$ cat src/hw/rtl/kmd_pkg.sv
`timescale 1ns / 1ps
// ----------------------------------------------------------------------------
// kmd_pkg
// shared sizes, types and helpers for the key matrix debounce block
// ----------------------------------------------------------------------------
package kmd_pkg;

    localparam int ROW_COUNT    = 10;
    localparam int COLUMN_COUNT = 8;
    localparam int ROW_W        = (ROW_COUNT > 1) ? $clog2(ROW_COUNT) : 1;
    localparam int COL_W        = (COLUMN_COUNT > 1) ? $clog2(COLUMN_COUNT) : 1;

    localparam int ROW_INDEX_W  = 4;
    localparam int ROW_BITS_W   = 8;
    localparam int QUERY_COL_W  = 3;
    localparam int SETTLE_W     = 8;
    localparam int PCOUNT_W     = 7;

    localparam logic [SETTLE_W-1:0] RESET_SETTLE = SETTLE_W'(5);

    typedef logic [COLUMN_COUNT-1:0] t_cols;
    typedef logic [ROW_W-1:0]        t_row_sel;
    typedef logic [PCOUNT_W-1:0]     t_pcount;

    typedef struct packed {
        logic [ROW_INDEX_W-1:0] row_index;
        logic [ROW_BITS_W-1:0]  row_bits;
        logic [QUERY_COL_W-1:0] query_column;
    } t_item;

    typedef struct packed {
        logic                  settled;
        logic [ROW_BITS_W-1:0] stable_row;
        logic                  key_pressed;
        t_pcount               pressed_count;
    } t_result;

    function automatic t_pcount f_popcount(t_cols v);
        t_pcount n;
        n = '0;
        for (int i = 0; i < COLUMN_COUNT; i++) begin
            n = n + t_pcount'(v[i]);
        end
        return n;
    endfunction

endpackage

$ cat src/hw/rtl/kmd_if.sv
`timescale 1ns / 1ps
// ----------------------------------------------------------------------------
// kmd_if
// valid/ready channel interfaces for row samples, results and configuration
// ----------------------------------------------------------------------------
interface kmd_row_if import kmd_pkg::*; ();
    logic                   valid;
    logic                   ready;
    logic [ROW_INDEX_W-1:0] row_index;
    logic [ROW_BITS_W-1:0]  row_bits;
    logic [QUERY_COL_W-1:0] query_column;

    modport source (output valid, output row_index, output row_bits,
                    output query_column, input ready);
    modport sink   (input valid, input row_index, input row_bits,
                    input query_column, output ready);
endinterface

interface kmd_res_if import kmd_pkg::*; ();
    logic                  valid;
    logic                  ready;
    logic                  settled;
    logic [ROW_BITS_W-1:0] stable_row;
    logic                  key_pressed;
    logic [PCOUNT_W-1:0]   pressed_count;

    modport source (output valid, output settled, output stable_row,
                    output key_pressed, output pressed_count, input ready);
    modport sink   (input valid, input settled, input stable_row,
                    input key_pressed, input pressed_count, output ready);
endinterface

interface kmd_cfg_if import kmd_pkg::*; ();
    logic                valid;
    logic                ready;
    logic [SETTLE_W-1:0] data;

    modport source (output valid, output data, input ready);
    modport sink   (input valid, input data, output ready);
endinterface

$ cat src/hw/rtl/key_matrix_debounce.sv
`timescale 1ns / 1ps
// ----------------------------------------------------------------------------
// key_matrix_debounce
// keyboard matrix debounce with one global settle counter over full scans
// ----------------------------------------------------------------------------
//  channel  dir  payload                                             handshake
//  i_row    in   row_index, row_bits, query_column                   valid/ready
//  o_res    out  settled, stable_row, key_pressed, pressed_count     valid/ready
//  i_cfg    in   data (settle_scans)                                 valid/ready
//
//  one row sample per cycle sustained while the result register is not stalled; a
//  result passes the input register, then the state update into the result
//  register, before it is valid
//  the pressed-key total is kept as a running count, so no wide adder tree
//  reset clears both matrices and loads the settle count and counter with 5
//  a stalled result register holds the input register, which then drops ready
//  configuration is always ready; the block does not enforce it, the user must write it only while the block is idle
// ----------------------------------------------------------------------------
module key_matrix_debounce import kmd_pkg::*; (
    input  logic      i_clk,
    input  logic      i_rst_n,
    kmd_row_if.sink   i_row,
    kmd_res_if.source o_res,
    kmd_cfg_if.sink   i_cfg
);

    t_item   in_item;
    t_item   held_item;
    logic    held_valid;
    logic    out_free;
    logic    step;
    t_result step_result;
    t_result out_result;
    logic    out_valid;

    assign in_item.row_index    = i_row.row_index;
    assign in_item.row_bits     = i_row.row_bits;
    assign in_item.query_column = i_row.query_column;

    assign step        = held_valid && out_free;
    assign i_cfg.ready = 1'b1;

    kmd_in_stage u_in (
        .i_clk   (i_clk),
        .i_rst_n (i_rst_n),
        .i_valid (i_row.valid),
        .i_item  (in_item),
        .o_ready (i_row.ready),
        .i_take  (step),
        .o_valid (held_valid),
        .o_item  (held_item)
    );

    kmd_core u_core (
        .i_clk      (i_clk),
        .i_rst_n    (i_rst_n),
        .i_cfg_we   (i_cfg.valid),
        .i_cfg_data (i_cfg.data),
        .i_step     (step),
        .i_item     (held_item),
        .o_result   (step_result)
    );

    kmd_out_stage u_out (
        .i_clk    (i_clk),
        .i_rst_n  (i_rst_n),
        .i_load   (step),
        .i_result (step_result),
        .i_ready  (o_res.ready),
        .o_free   (out_free),
        .o_valid  (out_valid),
        .o_result (out_result)
    );

    assign o_res.valid         = out_valid;
    assign o_res.settled       = out_result.settled;
    assign o_res.stable_row    = out_result.stable_row;
    assign o_res.key_pressed   = out_result.key_pressed;
    assign o_res.pressed_count = out_result.pressed_count;

endmodule

$ cat src/hw/rtl/kmd_in_stage.sv
`timescale 1ns / 1ps
// ----------------------------------------------------------------------------
// kmd_in_stage
// input register for one row sample, refilled in the cycle it drains
// ----------------------------------------------------------------------------
module kmd_in_stage import kmd_pkg::*; (
    input  logic  i_clk,
    input  logic  i_rst_n,
    input  logic  i_valid,
    input  t_item i_item,
    output logic  o_ready,
    input  logic  i_take,
    output logic  o_valid,
    output t_item o_item
);

    logic  r_valid;
    t_item r_item;

    assign o_ready = !r_valid || i_take;
    assign o_valid = r_valid;
    assign o_item  = r_item;

    always_ff @(posedge i_clk) begin
        if (!i_rst_n) begin
            r_valid <= 1'b0;
        end else if (o_ready) begin
            r_valid <= i_valid;
        end
    end

    always_ff @(posedge i_clk) begin
        if (o_ready && i_valid) begin
            r_item <= i_item;
        end
    end

endmodule

$ cat src/hw/rtl/kmd_core.sv
`timescale 1ns / 1ps
// ----------------------------------------------------------------------------
// kmd_core
// raw and stable matrices, global settle counter and pressed-key count
// ----------------------------------------------------------------------------
module kmd_core import kmd_pkg::*; (
    input  logic                i_clk,
    input  logic                i_rst_n,
    input  logic                i_cfg_we,
    input  logic [SETTLE_W-1:0] i_cfg_data,
    input  logic                i_step,
    input  t_item               i_item,
    output t_result             o_result
);

    t_cols               r_raw [ROW_COUNT];
    t_cols               r_stable [ROW_COUNT];
    logic [SETTLE_W-1:0] r_counter;
    logic [SETTLE_W-1:0] r_scans;
    t_pcount             r_raw_count;
    t_pcount             r_stable_count;

    t_cols               n_raw [ROW_COUNT];
    t_cols               n_stable [ROW_COUNT];
    logic [SETTLE_W-1:0] n_counter;
    t_pcount             n_raw_count;
    t_pcount             n_stable_count;

    logic [SETTLE_W-1:0] reload;
    logic [SETTLE_W-1:0] cnt_loaded;
    logic                row_ok;
    logic                last_row;
    logic                changed;
    logic                copy_all;
    t_row_sel            sel;
    t_cols               bits;
    t_cols               old_row;
    t_cols               srow;
    logic                key;

    always_comb begin
        reload   = (r_scans == '0) ? SETTLE_W'(1) : r_scans;
        row_ok   = 32'(i_item.row_index) < ROW_COUNT;
        last_row = 32'(i_item.row_index) == ROW_COUNT - 1;
        sel      = t_row_sel'(i_item.row_index);
        bits     = t_cols'(i_item.row_bits);
        old_row  = r_raw[sel];
        changed  = row_ok && (old_row != bits);

        cnt_loaded  = changed ? reload : r_counter;
        n_raw_count = r_raw_count;
        if (changed) begin
            n_raw_count = r_raw_count - f_popcount(old_row) + f_popcount(bits);
        end

        n_counter = cnt_loaded;
        copy_all  = 1'b0;
        if (last_row && cnt_loaded != '0) begin
            n_counter = cnt_loaded - SETTLE_W'(1);
            copy_all  = (cnt_loaded == SETTLE_W'(1));
        end

        for (int i = 0; i < ROW_COUNT; i++) begin
            n_raw[i] = (changed && sel == t_row_sel'(i)) ? bits : r_raw[i];
        end
        for (int i = 0; i < ROW_COUNT; i++) begin
            n_stable[i] = copy_all ? n_raw[i] : r_stable[i];
        end
        n_stable_count = copy_all ? n_raw_count : r_stable_count;

        srow = row_ok ? n_stable[sel] : '0;
        key  = 1'b0;
        if (32'(i_item.query_column) < COLUMN_COUNT) begin
            key = srow[COL_W'(i_item.query_column)];
        end

        o_result.settled       = (n_counter == '0);
        o_result.stable_row    = ROW_BITS_W'(srow);
        o_result.key_pressed   = key;
        o_result.pressed_count = n_stable_count;
    end

    always_ff @(posedge i_clk) begin
        if (!i_rst_n) begin
            r_scans <= RESET_SETTLE;
        end else if (i_cfg_we) begin
            r_scans <= i_cfg_data;
        end
    end

    always_ff @(posedge i_clk) begin
        if (!i_rst_n) begin
            for (int i = 0; i < ROW_COUNT; i++) begin
                r_raw[i]    <= '0;
                r_stable[i] <= '0;
            end
            r_counter      <= RESET_SETTLE;
            r_raw_count    <= '0;
            r_stable_count <= '0;
        end else if (i_step) begin
            for (int i = 0; i < ROW_COUNT; i++) begin
                r_raw[i]    <= n_raw[i];
                r_stable[i] <= n_stable[i];
            end
            r_counter      <= n_counter;
            r_raw_count    <= n_raw_count;
            r_stable_count <= n_stable_count;
        end
    end

endmodule

$ cat src/hw/rtl/kmd_out_stage.sv
`timescale 1ns / 1ps
// ----------------------------------------------------------------------------
// kmd_out_stage
// result register, loaded on a step while it is empty or being drained
// ----------------------------------------------------------------------------
module kmd_out_stage import kmd_pkg::*; (
    input  logic    i_clk,
    input  logic    i_rst_n,
    input  logic    i_load,
    input  t_result i_result,
    input  logic    i_ready,
    output logic    o_free,
    output logic    o_valid,
    output t_result o_result
);

    logic    r_valid;
    t_result r_result;

    assign o_free   = !r_valid || i_ready;
    assign o_valid  = r_valid;
    assign o_result = r_result;

    always_ff @(posedge i_clk) begin
        if (!i_rst_n) begin
            r_valid <= 1'b0;
        end else if (o_free) begin
            r_valid <= i_load;
        end
    end

    always_ff @(posedge i_clk) begin
        if (o_free && i_load) begin
            r_result <= i_result;
        end
    end

endmodule
$ cat src/flat_wrapper.sv
// flat-port wrapper written by rule: the top's interface ports become plain ports
module key_matrix_debounce_flat import kmd_pkg::*;
  (i_clk, i_rst_n, i_row_valid, i_row_row_index, i_row_row_bits, i_row_query_column, i_row_ready, o_res_valid, o_res_settled, o_res_stable_row, o_res_key_pressed, o_res_pressed_count, o_res_ready, i_cfg_valid, i_cfg_data, i_cfg_ready);
  kmd_row_if i_row_i ();
  kmd_res_if o_res_i ();
  kmd_cfg_if i_cfg_i ();
  input  logic i_clk;
  input  logic i_rst_n;
  input wire logic [$bits(i_row_i.valid)-1:0] i_row_valid;
  input wire logic [$bits(i_row_i.row_index)-1:0] i_row_row_index;
  input wire logic [$bits(i_row_i.row_bits)-1:0] i_row_row_bits;
  input wire logic [$bits(i_row_i.query_column)-1:0] i_row_query_column;
  output wire logic [$bits(i_row_i.ready)-1:0] i_row_ready;
  output wire logic [$bits(o_res_i.valid)-1:0] o_res_valid;
  output wire logic [$bits(o_res_i.settled)-1:0] o_res_settled;
  output wire logic [$bits(o_res_i.stable_row)-1:0] o_res_stable_row;
  output wire logic [$bits(o_res_i.key_pressed)-1:0] o_res_key_pressed;
  output wire logic [$bits(o_res_i.pressed_count)-1:0] o_res_pressed_count;
  input wire logic [$bits(o_res_i.ready)-1:0] o_res_ready;
  input wire logic [$bits(i_cfg_i.valid)-1:0] i_cfg_valid;
  input wire logic [$bits(i_cfg_i.data)-1:0] i_cfg_data;
  output wire logic [$bits(i_cfg_i.ready)-1:0] i_cfg_ready;
  assign i_row_i.valid = i_row_valid;
  assign i_row_i.row_index = i_row_row_index;
  assign i_row_i.row_bits = i_row_row_bits;
  assign i_row_i.query_column = i_row_query_column;
  assign i_row_ready = i_row_i.ready;
  assign o_res_valid = o_res_i.valid;
  assign o_res_settled = o_res_i.settled;
  assign o_res_stable_row = o_res_i.stable_row;
  assign o_res_key_pressed = o_res_i.key_pressed;
  assign o_res_pressed_count = o_res_i.pressed_count;
  assign o_res_i.ready = o_res_ready;
  assign i_cfg_i.valid = i_cfg_valid;
  assign i_cfg_i.data = i_cfg_data;
  assign i_cfg_ready = i_cfg_i.ready;
  key_matrix_debounce u_core (.i_clk(i_clk), .i_rst_n(i_rst_n), .i_row(i_row_i), .o_res(o_res_i), .i_cfg(i_cfg_i));
endmodule
$ cat config.mk
export PLATFORM = sky130hd
export DESIGN_NAME = key_matrix_debounce_flat
export DESIGN_NICKNAME = d
export VERILOG_FILES = /design/src/hw/rtl/kmd_pkg.sv /design/src/hw/rtl/kmd_if.sv /design/src/hw/rtl/key_matrix_debounce.sv /design/src/hw/rtl/kmd_in_stage.sv /design/src/hw/rtl/kmd_core.sv /design/src/hw/rtl/kmd_out_stage.sv /design/src/flat_wrapper.sv
export SDC_FILE = /design/constraint.sdc
export NUM_CORES = 1
export LEC_CHECK = 0
export ABC_AREA = 1
export BUFFER_PORTS_ARGS = -buffer_cell sky130_fd_sc_hd__buf_2
export CELL_PAD_IN_SITES_DETAIL_PLACEMENT = 0
export CELL_PAD_IN_SITES_GLOBAL_PLACEMENT = 1
export CORE_ASPECT_RATIO = 1.1
export CORE_UTILIZATION = 43
export CTS_CLUSTER_DIAMETER = 60
export DETAILED_ROUTE_END_ITERATION = 16
export HOLD_SLACK_MARGIN = 0.03
export PLACE_DENSITY = 0.74
export SLEW_MARGIN = 20
export SYNTH_ARGS = -nofsm -noshare
export SYNTH_HDL_FRONTEND = slang
export SYNTH_SLANG_ARGS = --single-unit
$ cat constraint.sdc
create_clock -name i_clk -period 6.9 [get_ports i_clk]
set_input_delay 1.38 -clock i_clk [delete_from_list [all_inputs] [get_ports i_clk]]
set_output_delay 1.38 -clock i_clk [all_outputs]
set_load 0.03 [all_outputs]
==> qor.txt <==
run status -> finished, final reports clean
Worst Hold Class -> flip-flop to flip-flop
Tot GR Track Use -> 0.241
CP Launch Type -> flip-flop
CTS tree -> yes
nets -> 1,663
global-route wire length before repair -> 57.1 mm
largest net degree at the start of global routing -> 132
GRT Residual Overflow -> 0
Crit path top cell by count -> fa_1
Rel. slew slack -> 0.397
initial antenna violation count -> 0
vias in the first global route -> 9,975
Tot Pwr -> 4.11 mW
Sink Count -> 228
Net Count, Synth -> 1,650
Max Slew Vio Count -> 0
PwrDens -> 291 nW/um^2
Setup violations, final -> 0
Cell variety after synth -> 36
final period utilization -> 0.852
Fin. Hold Viols -> 0
hold_sp -> u_core.u_core.r_scans[0]
Post-synth EDFFs -> 192
part of the power in registers -> 0.402
layout cells sized above 1 -> 0.0742
minimum clock period -> 5880 ps
core area -> 29,000 um^2
Critical Path AT -> 6150 ps
internal power -> 2.82 mW
per-cell routed wire length -> 18.2 um
Sw Share -> 0.314
Setup Buffers After CTS -> 0
die width -> 167 um
CTS H-Tree Depth -> 1
worst hold slack -> 468 ps
Max Cap Viol -> 0
CP max stage cell -> dfxtp_2
critical path buffer and inverter count -> 5
vias per cell -> 5.27
Max VDD drop -> 0.000252 V
Routed Antenna Nets -> 0
cts repair resizes -> 0
Initial Utilization -> 0.442
IO Pins -> 48
CP Capture Type -> flip-flop
Remaining DRCs -> 0
Mapped Cells -> 1,598
Clock Skew -> 21.6 ps
filler cell count in the final layout -> 2,885
setup TNS -> 0 ps
Clk Latency, worst-skew pair -> 540 ps
height of the die -> 183 um
CP max FO -> 31
clock network power share -> 0.345
RSZ-0062 raised after global routing -> false
drt total wl -> 36.4 mm
asr flop ratio synth -> 0
cts bufs inserted -> 27
Synth Register Bits -> 228
CP Class -> flip-flop to flip-flop
hold buffer count at cts -> 0
cell area after synthesis -> 12,800 um^2
via count -> 10.5k
Comb pwr share -> 0.253
die footprint -> 30,500 um^2
I/O Buffers -> 46
DR iter-0 viols -> 829
ys flop type -> edfxtp_1
CP delay by family, top -> adder cells
TritonRoute pass-1 iters -> 8
worst-path cell chain -> buf_4 -> a21oi_1 -> o21ai_1 -> nand3_1 -> nand3_1 -> nand2_1 -> fa_1 -> fa_1 -> fa_1 -> fa_1 -> fa_1 -> inv_1 -> ha_1 -> inv_1 -> fa_1 -> o21ai_0 -> xor2_1 -> nand2_1 -> o21ai_0 -> inv_1 -> nand2_1 -> o21ai_0 -> inv_1
number of diodes -> 0
row count -> 65
CTS Root Cell -> clkbuf_16
sequential-to-total area share from yosys stat -> 0.505
Reg clk slew, reported paths -> 60 ps
syn_area_per_cell -> 8.03 um^2
Critical Path Max Stage Delay -> 660 ps
CTS Buffer Depth -> 3
hpwl dp -> 24.9 mm
final RePlAce weighted congestion -> 0.841
required time of the critical path -> 7170 ps
actual slew at the worst max-slew pin -> 904 ps
leakage dissipation -> 6.11 nW
max frequency -> 170 MHz
Area Growth Syn to Fin -> 10.2%
Ys Warns -> 0
Sw Pwr -> 1.29 mW
[power groups by stage]
stage / sequential, mW / clock, mW / combinational, mW
after detailed placement: 1.68 / 0 / 1.04
after floorplan: 1.68 / 0 / 0.747
after CTS: 1.65 / 1.44 / 1.05
final: 1.65 / 1.42 / 1.04
after global placement: 1.68 / 0 / 1.05
after global routing: 1.66 / 1.50 / 1.19
[worst reg2reg max path: cells and delay by family (launching register included)]
family / cells / cell delay (ps)
fa+ha+maj: 7 / 3140
flops: 1 / 660
buf+inv: 5 / 630
simple gates: 5 / 410
compound gates: 5 / 690
xor+xnor: 1 / 100
[layer usage]
layer  global-route usage  wire, um  vias up
met5                    0         0        -
met3               0.0242      1700       48
met1                0.325     16500     4985
li1                     -         -     5250
met2                0.408     17200      257
met4               0.0796      1060        0
[final timing paths]
path / endpoint / slack [ps] / depth (start not counted)
max: u_core.u_out.o_result[5] / 1020 / 23
min: u_core.u_core.r_scans[0] / 470 / 2
max reg2reg: u_core.u_out.o_result[5] / 1020 / 23
min reg2reg: u_core.u_core.r_scans[0] / 470 / 2
[cell families after synthesis]
kind of cell / Yosys count / share of synthesized area
AOI/OAI and AO/OA: 280 / 0.115
xor gates and xnor gates: 11 / 0.00751
adders and majority gates: 24 / 0.0310
buffers and inverters: 307 / 0.102
DFF: 228 / 0.505
other: 1 / 0.000292
and+or+nand+nor: 747 / 0.239
[cell usage after synthesis, types with 5 or more instances]
master,number,share of area
clkbuf_1,44,0.013
edfxtp_1,192,0.45
buf_2,15,0.0058
o21ai_0,107,0.042
nand4_1,12,0.0058
buf_6,13,0.011
inv_1,218,0.064
clkinv_1,5,0.0015
ha_1,11,0.011
o22ai_1,9,0.0044
nor2_1,126,0.037
nand2_1,443,0.13
buf_4,8,0.0047
o211ai_1,13,0.0076
xor2_1,8,0.0055
nand3_1,153,0.060
a21oi_1,87,0.034
o21ai_1,56,0.022
fa_1,13,0.020
o21a_1,6,0.0035
dfxtp_1,36,0.056
[flip-flops by register name, indices dropped and copies added, names as in the netlist, named ones only]
name,count
u_core.u_core.r_scans,8
u_core.u_core.r_counter,8
u_core.u_in.o_valid,1
u_core.u_core.r_raw_count,7
u_core.u_out.o_result,17
u_core.u_core.r_raw,80
u_core.u_in.o_item,15
u_core.u_out.o_valid,1
u_core.u_core.r_stable,80
u_core.u_core.r_stable_count,7
[cell usage in the layout (no fill, tap or decap), types with 35 or more instances in the layout]
master      n
a21oi_1    87
buf_2      46
dfxtp_1    35
edfxtp_1  192
inv_1     218
nand2_1   441
nand3_1   153
nor2_1    124
o21ai_0   107
o21ai_1    56
[final cells by class]
| cell class | count | area, um^2 | area share |
|---|---|---|---|
| multi-input combinational | 1063 | 5060 | 0.358 |
| tap | 368 | 460 | 0.0325 |
| clock inverter | 17 | 159 | 0.0112 |
| clock buffer | 32 | 714 | 0.0505 |
| inverter | 226 | 858 | 0.0607 |
| sequential | 228 | 6490 | 0.458 |
| timing repair buffer | 65 | 410 | 0.0290 |
[through the flow]
stage	setup slack [ps]	std cells	area [um^2]	utilization
6_report	1020	1999	14100	0.487
4_1_cts	979	1999	14100	0.487
2_1_floorplan	110	1598	12800	-
3_5_place_dp	989	1950	13300	0.457
3_3_place_gp	1050	1950	13300	0.457
5_1_grt	650	1999	14100	0.487
Note: power is estimated with default switching activity, not from simulation.
